===== config.mk =====
export PLATFORM = sky130hd
export DESIGN_NAME = mlp_hidden_layer
export DESIGN_NICKNAME = d
export VERILOG_FILES = /design/src/hdl/mlp_pkg.sv /design/src/hdl/mlp_hidden_layer.sv
export SDC_FILE = /design/constraint.sdc
export NUM_CORES = 2
export LEC_CHECK = 0
export BUFFER_PORTS_ARGS = -buffer_cell sky130_fd_sc_hd__buf_2
export CORE_AREA = 2 2 305 533
export DETAILED_ROUTE_END_ITERATION = 7
export DIE_AREA = 0 0 307 535
export PLACE_DENSITY = 0.82
export SLEW_MARGIN = 20
export SYNTH_ARGS = -nofsm -noshare
export SYNTH_HDL_FRONTEND = slang
export SYNTH_SLANG_ARGS = --single-unit

===== constraint.sdc =====
create_clock -name clk_i -period 7.3 [get_ports clk_i]
set_input_delay 1.095 -clock clk_i [delete_from_list [all_inputs] [get_ports clk_i]]
set_output_delay 1.095 -clock clk_i [all_outputs]
set_load 0.005 [all_outputs]

===== src/hdl/mlp_pkg.sv =====
// Package for the 5-5-1 sigmoid perceptron: widths, fixed weights and biases,
// pipeline stage map, the per-layer rounding functions and the shared sigmoid.
// Depends on nothing; every other file of the block uses it.
package mlp_pkg;

  localparam int INPUT_COUNT    = 5;
  localparam int HIDDEN_COUNT   = 5;
  localparam int FEATURE_FIELDS = 5;

  localparam int FEAT_W   = 16;
  localparam int ACT_W    = 16;
  localparam int WEIGHT_W = 15;

  // Hidden layer: signed Q8.24 products and their sum with the bias.
  localparam int HPROD_W = FEAT_W + WEIGHT_W;
  localparam int HACC_W  = HPROD_W + $clog2(INPUT_COUNT + 1) + 1;

  // Output layer: unsigned Q4.28 products and their sum with the bias.
  localparam int OPROD_W = ACT_W + WEIGHT_W;
  localparam int OACC_W  = OPROD_W + $clog2(HIDDEN_COUNT + 1) + 1;

  // Pipeline stages, in order from input to output register.
  localparam int STG_HPROD = 0;
  localparam int STG_HSUM  = 1;
  localparam int STG_HACT  = 2;
  localparam int STG_OPROD = 3;
  localparam int STG_OSUM  = 4;
  localparam int STG_OACT  = 5;
  localparam int NSTAGE    = 6;

  typedef logic signed [FEAT_W-1:0] feature_t;
  typedef logic        [ACT_W-1:0]  act_t;

  // Load enables for the three stages of one layer.
  typedef struct packed {
    logic prod;
    logic sum;
    logic act;
  } pipe_en_t;

  // Q4.12 code of k/10, rounded to nearest.
  function automatic int tenth_q12(int k);
    return (k * 4096 + 5) / 10;
  endfunction

  function automatic logic signed [WEIGHT_W-1:0] hid_weight(int i, int j);
    return WEIGHT_W'(tenth_q12(i + j + 1));
  endfunction

  function automatic logic signed [HACC_W-1:0] hid_bias(int i);
    return HACC_W'(tenth_q12(i + 1) * 4096);
  endfunction

  function automatic logic [WEIGHT_W-1:0] out_weight(int i);
    return WEIGHT_W'(tenth_q12(i + 1));
  endfunction

  function automatic logic [OACC_W-1:0] out_bias();
    return OACC_W'(tenth_q12(1)) << 16;
  endfunction

  // Q8.24 to Q4.12, half rounds upwards, saturated to 16 bits signed.
  function automatic feature_t round_sat_hid(logic signed [HACC_W-1:0] v);
    logic signed [HACC_W-1:0] r;
    r = (v + HACC_W'(2048)) >>> 12;
    if (r > HACC_W'(32767)) begin
      return 16'sh7FFF;
    end else if (r < -HACC_W'(32768)) begin
      return 16'sh8000;
    end else begin
      return r[FEAT_W-1:0];
    end
  endfunction

  // Q4.28 to Q4.12; the sum is never negative, so only the top needs a clamp.
  function automatic feature_t round_sat_out(logic [OACC_W-1:0] v);
    logic [OACC_W-1:0] r;
    r = (v + OACC_W'(32768)) >> 16;
    if (r > OACC_W'(32767)) begin
      return 16'sh7FFF;
    end else begin
      return r[FEAT_W-1:0];
    end
  endfunction

  // Piecewise-linear sigmoid, Q4.12 in, Q0.16 out, full scale reads as 65535.
  function automatic act_t sigmoid_q16(feature_t x);
    logic [FEAT_W:0] a;
    logic [FEAT_W:0] y;
    a = x[FEAT_W-1] ? (FEAT_W + 1)'(-$signed({x[FEAT_W-1], x})) : {1'b0, x};
    priority if (a >= 17'd20480) begin
      y = 17'd65536;
    end else if (a >= 17'd9728) begin
      y = (a >> 1) + 17'd55296;
    end else if (a >= 17'd4096) begin
      y = (a << 1) + 17'd40960;
    end else begin
      y = (a << 2) + 17'd32768;
    end
    if (x[FEAT_W-1]) begin
      y = 17'd65536 - y;
    end
    if (y[FEAT_W]) begin
      return 16'hFFFF;
    end else begin
      return y[ACT_W-1:0];
    end
  endfunction

endpackage


===== src/hdl/mlp_hidden_layer.sv =====
// Hidden layer: one lane per hidden neuron, each a constant dot product,
// bias, rounding and sigmoid over three pipeline stages.
// Depends on mlp_pkg.
module mlp_hidden_layer (
  input  logic                clk_i,
  input  mlp_pkg::pipe_en_t   en_i,
  input  mlp_pkg::feature_t   x_i [mlp_pkg::INPUT_COUNT],
  output mlp_pkg::act_t       h_o [mlp_pkg::HIDDEN_COUNT]
);

  logic signed [mlp_pkg::HPROD_W-1:0] prod_q [mlp_pkg::HIDDEN_COUNT][mlp_pkg::INPUT_COUNT];
  logic signed [mlp_pkg::HACC_W-1:0]  sum_d  [mlp_pkg::HIDDEN_COUNT];
  logic signed [mlp_pkg::HACC_W-1:0]  sum_q  [mlp_pkg::HIDDEN_COUNT];
  mlp_pkg::act_t                      h_q    [mlp_pkg::HIDDEN_COUNT];

  for (genvar gi = 0; gi < mlp_pkg::HIDDEN_COUNT; gi++) begin : g_lane
    for (genvar gj = 0; gj < mlp_pkg::INPUT_COUNT; gj++) begin : g_tap
      localparam logic signed [mlp_pkg::WEIGHT_W-1:0] W = mlp_pkg::hid_weight(gi, gj);

      always_ff @(posedge clk_i) begin
        if (en_i.prod) begin
          prod_q[gi][gj] <= mlp_pkg::HPROD_W'(x_i[gj] * W);
        end
      end
    end

    always_comb begin
      sum_d[gi] = mlp_pkg::hid_bias(gi);
      for (int j = 0; j < mlp_pkg::INPUT_COUNT; j++) begin
        sum_d[gi] = sum_d[gi] + mlp_pkg::HACC_W'(prod_q[gi][j]);
      end
    end

    always_ff @(posedge clk_i) begin
      if (en_i.sum) begin
        sum_q[gi] <= sum_d[gi];
      end
      if (en_i.act) begin
        h_q[gi] <= mlp_pkg::sigmoid_q16(mlp_pkg::round_sat_hid(sum_q[gi]));
      end
    end

    assign h_o[gi] = h_q[gi];
  end

endmodule


==> impl_metrics.tcl <==
set metrics [dict create \
    synthesis.instances 9386 \
    final-setup-viol-count 0 \
    detail_route.drc_violations 0 \
    register_area_sq_um 20390 \
    ys_seq_elements 679 \
    floorplan.die.width_microns 307 \
    max_slew_violation_count 0 \
    routed_wl_mm 321.8 \
    place.detailed.instances 11797 \
    grt_antenna_before_repair 22 \
    critical_path.reg2reg.startpoint "sum_q[0][21]" \
    worstSkewPairLatency_ps 740 \
    post-synth-top-area-fraction_pct 26.81 \
    worst_path_most_repeated_cell "or4_4" \
    dp_slack_ps -4.878 \
    post_synth_num_cell_types 102 \
    clk_pin_slew_worst_paths_ps 80 \
    worst_hold_startpoint "x_i[4]" \
    skew_ps 57.41 \
    globalRoute.totalOverflow 0 \
    hold_buffers 0 \
    final_cells 11944 \
    groute.layer.met3.usage_pct 6.314 \
    drt-pass1-iter-count 6 \
    worstHoldPathType "primary input to register" \
    routedWlPerCell_microns 26.94 \
    syn_area_per_cell_sq_um 10.16 \
    synth.cell_area_sq_um 95360 \
    fin_crit_sh_pct 96.05 \
    multi_input_comb_area_sq_um 67100 \
    mappedNetlistNets 12034 \
    min_delay_path_depth 1 \
    fill_cells 12809 \
    dominantRegCellSynth "edfxtp_1" \
    root_buffer "clkbuf_16" \
    ios 164 \
    floorplan.initialDensity_pct 59.71 \
    post-dp-hpwl_mm 276.5 \
    track_usage_pct 39.73 \
    grt_max_degree 181 \
    drv_cap 0 \
    std_cell_rows 194 \
    synth.yosys.seq_area_share_pct 21.38 \
    final_layout_size_suffix_gt1_share_pct 7.790 \
    cpMaxStageDelayCell "or4b_4" \
    vias_per_cell 6.109 \
    grt_util_met1_pct 40.98 \
    min_to "prod_q[0][15]" \
    number_of_flops_mapped_to_enable_cells_by_yosys 679 \
    place.port_buffers 163 \
    routed-via-count 72969 \
    timing.critical_path.to_type "register" \
    layout_min_cycle_time_ps 7011 \
    nNetsFinal 12463 \
    design.core.area_sq_um 159700 \
    flow.area_growth_from_synthesis_pct 8.587 \
    crit_type "register to register" \
    hold_viol_final 0 \
    post-route-worst-setup-slack_ps 288.7 \
    outcome "finished clean" \
    worstReg2RegEnd "h_q[0][2]" \
    fmaxAchievable_ghz 0.1426 \
    ys_async_sr_fraction_pct 0 \
    worst_pin_slew_ps 1234 \
    ranking_of_synthesized_cells_by_area "fa_1, edfxtp_1, ha_1" \
    timing.reg2reg.setup_slack_ps 290 \
    clk_path_buf_depth 3 \
    antenna_left 0 \
    first_global_vias 77203 \
    cts_num_sinks 679 \
    vertical_die_dimension_microns 535 \
    critical_path.max_fanout 7 \
    worst_setup_path_start_kind "register" \
    critical-path-max-stage-delay_ps 610 \
    worstRegToRegCells 25 \
    worstPathRequired_ps 7760 \
    grt_first_pass_wirelength_mm 474.9 \
    tritoncts_clock_tree "done" \
    htree_num_levels 3 \
    critPathArrivalTime_ps 7470 \
    cts_inserted_buffers 72 \
    initialDrtViolationCount 5712 \
    design.die.area_sq_um 164200 \
    synth_area_leader_cell "fa_1" \
    slew-limit-headroom_pct 15.62 \
    grtUsageMet2_pct 68.45 \
    yosysWarnings 0 \
    grt_busiest_layer "met2" \
    gp_routability_congestion 1.084 \
]
## worst max-delay path by stage
stage	startpoint	endpoint	slack (ps)	depth (start not counted)
2_1_floorplan	sum_q[0][18]	h_q[0][13]	20	31
3_3_place_gp	x_i[66]	prod_q[3][153]	120	20
3_5_place_dp	x_i[1]	prod_q[1][26]	-5	23
4_1_cts	sum_q[0][21]	h_q[0][2]	20	25
5_1_grt	sum_q[0][116]	h_q[0][49]	-10	29
6_report	sum_q[0][21]	h_q[0][2]	290	25
## sequential cells by signal, summed over array words and instances, names as in the netlist
name	flops
h_q	80
sum_q	120
prod_q	479
## cells in the mapped netlist, types with 17 or more instances
cell          n
a2111oi_0    27
a211oi_1     67
a21boi_0     53
a21o_1       81
a21oi_1     398
a31o_2       24
a31oi_1      71
a41oi_1      26
and2_1       60
and3_1       86
and4_1       26
clkbuf_1    112
edfxtp_1    679
fa_1       1277
ha_1       1287
inv_1      1994
mux2_2       26
mux2i_1      42
nand2_1     404
nand2b_1     33
nand3_1     228
nand4_1      65
nor2_1      420
nor2b_1      42
nor3_1      187
nor4_1       48
o2111ai_1    17
o211ai_1     47
o21a_1       53
o21ai_0     285
o21bai_1     66
o22ai_1      22
o31a_1       24
o31ai_1      43
or2_2        31
or3_1        61
or4_1        29
xnor2_1     463
xor2_1      170
## kinds of logic after synthesis
group	synth area share [%]
buffers and inverters	8.468
multiplexers	0.7754
AO/OA/AOI/OAI	10.63
XOR/XNOR	5.843
AND/OR/NAND/NOR	9.208
adder cells (fa/ha/maj)	43.69
flip-flops	21.38
## metal layers
metal | wire length [microns] | vias to the layer above
li1 | - | 32459
met1 | 105000 | 36230
met4 | 38730 | 24
met2 | 157100 | 3020
met3 | 20730 | 1236
met5 | 157 | -
## cell type report
type / instances / share of cell area (%)
diodes: 14 / 0.03383
clock buffers: 76 / 1.754
clock inverters: 55 / 0.6924
inverters: 1999 / 7.246
multi-input cells: 6565 / 64.80
flip-flops and latches: 679 / 19.69
well taps: 2058 / 2.487
repair buffers: 498 / 3.291
## cell usage in the layout, fill, tap and decap left out, types with 81 or more instances in the layout
cell type and count:
and3_1 86, nand3_1 228, a21oi_1 395, ha_1 1286, xnor2_1 460, nor3_1 185, nand2_1 403, buf_4 332
a21o_1 81, edfxtp_1 679, buf_2 160, o21ai_0 285, fa_1 1277, xor2_1 167, nor2_1 418, inv_1 1994
## metrics by stage
| step | utilization [%] | TNS (ps) | hold WS (ps) | area, sq um |
|---|---|---|---|---|
| final | 64.83 | 0 | 645.0 | 103500 |
| after global routing | 64.81 | -11.37 | 653.8 | 103500 |
| after CTS | 64.71 | 0 | 621.5 | 103400 |
| after detailed placement | 63.12 | -4.878 | 1079 | 100800 |
| after global placement | 63.11 | 0 | 1066 | 100800 |
| after floorplan | - | 0 | 955.9 | 95390 |
## worst max-delay path: cells and delay by family, from the launching register on
| family | cells | cell delay [ps] |
|---|---|---|
| xor+xnor | 2 | 410 |
| compound gates | 7 | 1490 |
| buf+inv | 2 | 360 |
| flops | 1 | 430 |
| fa+ha+maj | 2 | 380 |
| simple gates | 12 | 3700 |
## what timing repair did
action                     CTS  global route
pin swaps                    0             4
gates resized for setup      1            30
buffers inserted             0             2
setup endpoints to repair   12            80
hold endpoints to repair     0             0
Power is left out: the tool's default activity adds up to more than one toggle a clock period on the data nets, which glitch-free logic cannot reach.
