File: config.mk
export PLATFORM = sky130hd
export DESIGN_NAME = mlp_output_merge
export DESIGN_NICKNAME = d
export VERILOG_FILES = /design/src/hdl/mlp_pkg.sv /design/src/hdl/mlp_output_merge.sv
export SDC_FILE = /design/constraint.sdc
export NUM_CORES = 1
export LEC_CHECK = 0
export BUFFER_PORTS_ARGS = -buffer_cell sky130_fd_sc_hd__buf_2
export CAP_MARGIN = 30
export CORE_MARGIN = 3
export CORE_UTILIZATION = 35
export CTS_CLUSTER_DIAMETER = 120
export CTS_CLUSTER_SIZE = 30
export DETAILED_ROUTE_END_ITERATION = 16
export GPL_ROUTABILITY_DRIVEN = 0
export PLACE_DENSITY = 0.58
export SYNTH_ARGS = -nofsm -noshare
export SYNTH_HDL_FRONTEND = slang
export SYNTH_SLANG_ARGS = --single-unit
File: constraint.sdc
create_clock -name clk_i -period 14.3 [get_ports clk_i]
set_input_delay 3.575 -clock clk_i [delete_from_list [all_inputs] [get_ports clk_i]]
set_output_delay 3.575 -clock clk_i [all_outputs]
set_load 0.02 [all_outputs]
File: src/hdl/mlp_pkg.sv
// Package for the 5-5-1 sigmoid perceptron: widths, fixed weights and biases,
// pipeline stage map, the per-layer rounding functions and the shared sigmoid.
// Depends on nothing; every other file of the block uses it.
package mlp_pkg;

  localparam int INPUT_COUNT    = 5;
  localparam int HIDDEN_COUNT   = 5;
  localparam int FEATURE_FIELDS = 5;

  localparam int FEAT_W   = 16;
  localparam int ACT_W    = 16;
  localparam int WEIGHT_W = 15;

  // Hidden layer: signed Q8.24 products and their sum with the bias.
  localparam int HPROD_W = FEAT_W + WEIGHT_W;
  localparam int HACC_W  = HPROD_W + $clog2(INPUT_COUNT + 1) + 1;

  // Output layer: unsigned Q4.28 products and their sum with the bias.
  localparam int OPROD_W = ACT_W + WEIGHT_W;
  localparam int OACC_W  = OPROD_W + $clog2(HIDDEN_COUNT + 1) + 1;

  // Pipeline stages, in order from input to output register.
  localparam int STG_HPROD = 0;
  localparam int STG_HSUM  = 1;
  localparam int STG_HACT  = 2;
  localparam int STG_OPROD = 3;
  localparam int STG_OSUM  = 4;
  localparam int STG_OACT  = 5;
  localparam int NSTAGE    = 6;

  typedef logic signed [FEAT_W-1:0] feature_t;
  typedef logic        [ACT_W-1:0]  act_t;

  // Load enables for the three stages of one layer.
  typedef struct packed {
    logic prod;
    logic sum;
    logic act;
  } pipe_en_t;

  // Q4.12 code of k/10, rounded to nearest.
  function automatic int tenth_q12(int k);
    return (k * 4096 + 5) / 10;
  endfunction

  function automatic logic signed [WEIGHT_W-1:0] hid_weight(int i, int j);
    return WEIGHT_W'(tenth_q12(i + j + 1));
  endfunction

  function automatic logic signed [HACC_W-1:0] hid_bias(int i);
    return HACC_W'(tenth_q12(i + 1) * 4096);
  endfunction

  function automatic logic [WEIGHT_W-1:0] out_weight(int i);
    return WEIGHT_W'(tenth_q12(i + 1));
  endfunction

  function automatic logic [OACC_W-1:0] out_bias();
    return OACC_W'(tenth_q12(1)) << 16;
  endfunction

  // Q8.24 to Q4.12, half rounds upwards, saturated to 16 bits signed.
  function automatic feature_t round_sat_hid(logic signed [HACC_W-1:0] v);
    logic signed [HACC_W-1:0] r;
    r = (v + HACC_W'(2048)) >>> 12;
    if (r > HACC_W'(32767)) begin
      return 16'sh7FFF;
    end else if (r < -HACC_W'(32768)) begin
      return 16'sh8000;
    end else begin
      return r[FEAT_W-1:0];
    end
  endfunction

  // Q4.28 to Q4.12; the sum is never negative, so only the top needs a clamp.
  function automatic feature_t round_sat_out(logic [OACC_W-1:0] v);
    logic [OACC_W-1:0] r;
    r = (v + OACC_W'(32768)) >> 16;
    if (r > OACC_W'(32767)) begin
      return 16'sh7FFF;
    end else begin
      return r[FEAT_W-1:0];
    end
  endfunction

  // Piecewise-linear sigmoid, Q4.12 in, Q0.16 out, full scale reads as 65535.
  function automatic act_t sigmoid_q16(feature_t x);
    logic [FEAT_W:0] a;
    logic [FEAT_W:0] y;
    a = x[FEAT_W-1] ? (FEAT_W + 1)'(-$signed({x[FEAT_W-1], x})) : {1'b0, x};
    priority if (a >= 17'd20480) begin
      y = 17'd65536;
    end else if (a >= 17'd9728) begin
      y = (a >> 1) + 17'd55296;
    end else if (a >= 17'd4096) begin
      y = (a << 1) + 17'd40960;
    end else begin
      y = (a << 2) + 17'd32768;
    end
    if (x[FEAT_W-1]) begin
      y = 17'd65536 - y;
    end
    if (y[FEAT_W]) begin
      return 16'hFFFF;
    end else begin
      return y[ACT_W-1:0];
    end
  endfunction

endpackage

File: src/hdl/mlp_output_merge.sv
// Output neuron: merges the hidden lanes through the output weights, adds
// the bias, rounds and applies the final sigmoid into the output register.
// Depends on mlp_pkg.
module mlp_output_merge (
  input  logic                clk_i,
  input  mlp_pkg::pipe_en_t   en_i,
  input  mlp_pkg::act_t       h_i [mlp_pkg::HIDDEN_COUNT],
  output mlp_pkg::act_t       prob_o
);

  logic [mlp_pkg::OPROD_W-1:0] prod_q [mlp_pkg::HIDDEN_COUNT];
  logic [mlp_pkg::OACC_W-1:0]  sum_d;
  logic [mlp_pkg::OACC_W-1:0]  sum_q;
  mlp_pkg::act_t               prob_q;

  for (genvar gi = 0; gi < mlp_pkg::HIDDEN_COUNT; gi++) begin : g_tap
    localparam logic [mlp_pkg::WEIGHT_W-1:0] W = mlp_pkg::out_weight(gi);

    always_ff @(posedge clk_i) begin
      if (en_i.prod) begin
        prod_q[gi] <= mlp_pkg::OPROD_W'(h_i[gi]) * mlp_pkg::OPROD_W'(W);
      end
    end
  end

  always_comb begin
    sum_d = mlp_pkg::out_bias();
    for (int i = 0; i < mlp_pkg::HIDDEN_COUNT; i++) begin
      sum_d = sum_d + mlp_pkg::OACC_W'(prod_q[i]);
    end
  end

  always_ff @(posedge clk_i) begin
    if (en_i.sum) begin
      sum_q <= sum_d;
    end
    if (en_i.act) begin
      prob_q <= mlp_pkg::sigmoid_q16(mlp_pkg::round_sat_out(sum_q));
    end
  end

  assign prob_o = prob_q;

endmodule

==> results.yml, run 1 <==
worst_setup_path:
  critPathMaxFanout: 6
  r2r_slack_ps: 9440
  reg2reg_depth: 12
  worst-setup-path-type: "in -> reg"
  r2r_end: "sum_q[27]"
  cp.arrival_ps: 8580
  worstReg2RegStart: "prod_q[0][5]"
  cp-end-kind: "flip-flop"
  cp-endpoint: "prod_q[0][104]"
  start_kind: "input port"
  cp.required_ps: 14500
  critPathLaunch: "h_i[16]"
die:
  initial_core_util: 0.356
  core_um2: 55500
  rows: 86
  io_pins: 100
  die_area_um2: 59400
  dieHeight_um: 244
  die_w_um: 244
global_routing:
  antenna_found_initial: 12
  grt.total_usage: 0.151
  grt_pass1_vias: 13700
  overflow: 0
  grt_max_degree: 68
  grt_pass1_wl_mm: 70.8
route:
  first_pass_iters: 5
  drt_wl_total_mm: 43.4
  drtIter0Drc: 706
  final_antenna_net_count: 0
  post-route-drc-count: 0
  wire_per_inst_um: 16.1
  vias: 12900
  vias_per_cell: 4.77
finish:
  finalNetCount: 2637
  drive_gt1_frac: 0.0840
  final_common_cell: "inv_1"
  fillers: 5411
  final_cell_mix: "399 x inv_1, 391 x ha_1, 234 x fa_1"
  areaGrowthSynthToFinish_pct: 10.0
timing:
  worstMarginPinSlew_ps: 958
  fin_setup_tns_ps: 0
  setup_viol: 0
  hold_violations: 0
  fin_skew_ps: 10.2
  fin_crit_sh: 0.586
  slew_violations: 0
  post-route-min-period_ps: 8380
  relSlewSlack: 0.362
  rsz0062_at_grt: "no"
  fmax_mhz: 119
job:
  cap_violations: 0
yosys:
  synth_nets: 2525
  synth_area_leaders: "ha_1 25%, fa_1 24%, edfxtp_1 23%"
  synth_top_area_frac: 0.247
  synth_top_area_cell: "ha_1"
  yosysWarningCount: 0
  yosysSeqAreaShare: 0.228
  async_reset_ff_frac: 0
  syn_avg_cell_area_um2: 10.9
  ys_ff_latch: 150
  yosysUniqueCellTypes: 68
  synth_edf_count: 150
  ys.flop_type: "edfxtp_1"
  synthesis.area_um2: 19800
  syn_inst: 1816
clock_network:
  insertion_delay_ps: 440
  htreeDepth: 4
  cts.hold.buffers_added: 0
  clock-sinks: 150
  numCtsBuffers: 17
  cts_tree: "built"
  cts_resized: 0
  clk_pin_slew_ps: 70
  post-cts-setup-buffers: 0
  cts-root-buf: "clkbuf_16"
  cts_max_path_buffers: 2
place:
  port_buffers: 99
  dp_hpwl_mm: 38.0
hold_path:
  min_path_type: "reg -> reg"
status:
  status: "finished, final reports clean"
-- stage by stage --
stage / hold slack (ps) / area (um^2) / setup WS (ps) / util / std cells
global route: 912 / 21800 / 5660 / 0.392 / 2692
detailed placement: 841 / 21200 / 5470 / 0.381 / 2657
finish: 840 / 21800 / 5920 / 0.392 / 2694
global placement: 829 / 21200 / 5620 / 0.381 / 2657
CTS: 849 / 21800 / 5990 / 0.392 / 2689
floorplan: 755 / 19800 / 5940 / - / 1816
-- registers in the layout, indices dropped and copies added, names as in the netlist --
name	flops
prod_q	119
prob_o	16
sum_q	15
-- cells in the mapped netlist (28+ instances only) --
cell and instances:
nor3_1 28, fa_1 234, o21ai_0 34, ha_1 391
xnor2_1 80, edfxtp_1 150, nor2_1 69, inv_1 399
nand2_1 58, a21oi_1 67, xor2_1 35, a21o_1 29
-- how the worst min path moves through the flow --
stage	slack (ps)	cells past startpoint	end	from
6_report	840	3	prob_o[5]	sum_q[22]
5_1_grt	910	3	prob_o[5]	sum_q[22]
2_1_floorplan	750	3	prob_o[4]	sum_q[21]
4_1_cts	850	3	prob_o[5]	sum_q[22]
3_5_place_dp	840	3	prob_o[5]	sum_q[22]
3_3_place_gp	830	3	prob_o[5]	sum_q[22]
-- cell families (layout without fill, tap and decap cells) --
kind of cell | count (synthesis) | after routing | share of synthesized area
AO/OA/AOI/OAI | 245 | 245 | 0.0856
multiplexers | 13 | 13 | 0.00696
AND/OR/NAND/NOR | 261 | 261 | 0.0667
flip-flops | 150 | 150 | 0.228
buffers and inverters | 407 | 532 | 0.0780
other | 0 | 5 | 0
adder cells (fa/ha/maj) | 625 | 625 | 0.484
XOR/XNOR | 115 | 115 | 0.0509
-- area by class of cell --
class	count	area [um^2]	area share
well taps	748	936	0.0430
repair buffers	100	505	0.0232
clock buffers	17	425	0.0195
multi-input cells	1259	13700	0.631
diodes	5	12.5	0.000575
inverters	400	1500	0.0690
flip-flops and latches	150	4500	0.207
clock inverters	15	149	0.00684
-- per-layer routing --
metal	track usage	wire, um
met3	0.0296	1650
met1	0.197	20100
met4	0.0400	839
met2	0.256	20700
met5	0	88
-- worst max-delay path, stage by stage --
cell and delay, ps:
buf_2 120, ha_1 340, ha_1 310, inv_1 60
fa_1 520, inv_1 50, fa_1 560, fa_1 420
ha_1 390, a211oi_1 330, or3b_2 500, nand4b_1 140
a31oi_1 180, a2111oi_0 620, o21bai_1 160, a21oi_1 220
xnor2_1 80
Power of run 1 is left out: the tool's default activity adds up to more than one toggle a clock period on the data nets, which glitch-free logic cannot reach.
==> run 2, diff against run 1 <==
- clock period: 14.3 -> 8.8 ns (I/O delays scaled with it)
==> run 2 against run 1 <==
Clock skew up 2.3 ps. Sequential share of layout area about the same. Die area unchanged. Count of clock-buffer cells in the layout unchanged. Non-clock buffer count unchanged. Final area down 0.11%. Global-route usage about the same. First-iteration DRC count down 6.2%. Critical path type unchanged. Largest cell class unchanged. Highest routed layer unchanged.
==> results.yml, run 2 (synthesis results as in run 1) <==
clock_network:
  clk_pin_slew_ps: 70
  cts_max_path_buffers: 2
  cts.hold.buffers_added: 0
  cts-root-buf: "clkbuf_16"
  cts_resized: 0
  clock-sinks: 150
  htreeDepth: 4
  numCtsBuffers: 17
  insertion_delay_ps: 450
  post-cts-setup-buffers: 0
  cts_tree: "built"
finish:
  top_register: "prod_q"
  areaGrowthSynthToFinish_pct: 9.92
  drive_gt1_frac: 0.0845
  fillers: 5407
  final_cell_area_um2: 21700
  seq_area_um2: 4500
  finalNonFillerCells: 2694
  finalNetCount: 2637
  multi_input_area_um2: 13700
  largest_reg_flops: 119
  final_cell_mix: "399 x inv_1, 391 x ha_1, 234 x fa_1"
  final_common_cell: "inv_1"
worst_setup_path:
  critPathLaunch: "h_i[16]"
  cp.required_ps: 9000
  worst-setup-path-type: "in -> reg"
  start_kind: "input port"
  cp.arrival_ps: 7230
  worstReg2RegStart: "prod_q[0][5]"
  critPathMaxFanout: 6
  cp-end-kind: "flip-flop"
timing:
  fin_crit_sh: 0.799
  setup_viol: 0
  worstMarginPinSlew_ps: 975
  fin_skew_ps: 12.5
  relSlewSlack: 0.350
  fmax_mhz: 142
  fin_setup_tns_ps: 0
  slew_violations: 0
  hold_violations: 0
  rsz0062_at_grt: "no"
  whs_ps: 855
  post-route-min-period_ps: 7030
global_routing:
  grt_max_degree: 68
  grt_pass1_wl_mm: 70.9
  overflow: 0
  grt_pass1_vias: 13700
  antenna_found_initial: 12
  grt.total_usage: 0.151
die:
  rows: 86
  die_area_um2: 59400
  die_w_um: 244
  core_um2: 55500
  io_pins: 100
  dieHeight_um: 244
  initial_core_util: 0.356
place:
  port_buffers: 99
  place_area_um2: 21200
  dp_hpwl_mm: 38.1
  place_inst: 2657
hold_path:
  min_from: "sum_q[22]"
  min_path_type: "reg -> reg"
route:
  drt_wl_total_mm: 43.3
  final_antenna_net_count: 0
  post-route-drc-count: 0
  vias_per_cell: 4.75
  wire_per_inst_um: 16.1
  drtIter0Drc: 662
  vias: 12800
  first_pass_iters: 6
job:
  cap_violations: 0
status:
  status: "finished, final reports clean"
[run 2: stage by stage]
stage               utilization  setup WS, ps
floorplan                     -          1810
global placement          0.381          1490
detailed placement        0.381          1360
CTS                       0.391          1860
global route              0.392          1530
finish                    0.392          1770
[run 2: final timing paths]
check                         to  slack (ps)  cells after the start
setup reg to reg       sum_q[27]        3960                     12
setup / recovery  prod_q[0][104]        1770                     17
hold / removal         prob_o[5]         850                      3
hold reg to reg        prob_o[5]         850                      3
[run 2: final cells by class]
class                   instances  area share
well taps                     748      0.0430
diodes                          5    0.000575
repair buffers                100      0.0232
flip-flops and latches        150       0.207
clock inverters                15     0.00575
inverters                     400      0.0690
multi-input cells            1259       0.632
clock buffers                  17      0.0196
[run 2: worst max-delay path, cell delays in order]
cell	delay (ps)
buf_2	130
ha_1	340
ha_1	310
inv_1	60
fa_1	520
inv_1	50
fa_1	550
fa_1	430
ha_1	390
a211oi_1	350
or3b_2	500
nand4b_1	140
a31oi_1	180
a2111oi_0	630
o21bai_1	160
a21oi_1	220
xnor2_1	80
[run 2: per-layer routing]
metal / vias up / wire length [um] / track usage
li1: 6354 / - / -
met1: 6169 / 20200 / 0.199
met2: 208 / 20400 / 0.253
met3: 51 / 1730 / 0.0284
met4: 14 / 936 / 0.0428
met5: - / 86 / 0
Power of run 2 is left out for the same reason.
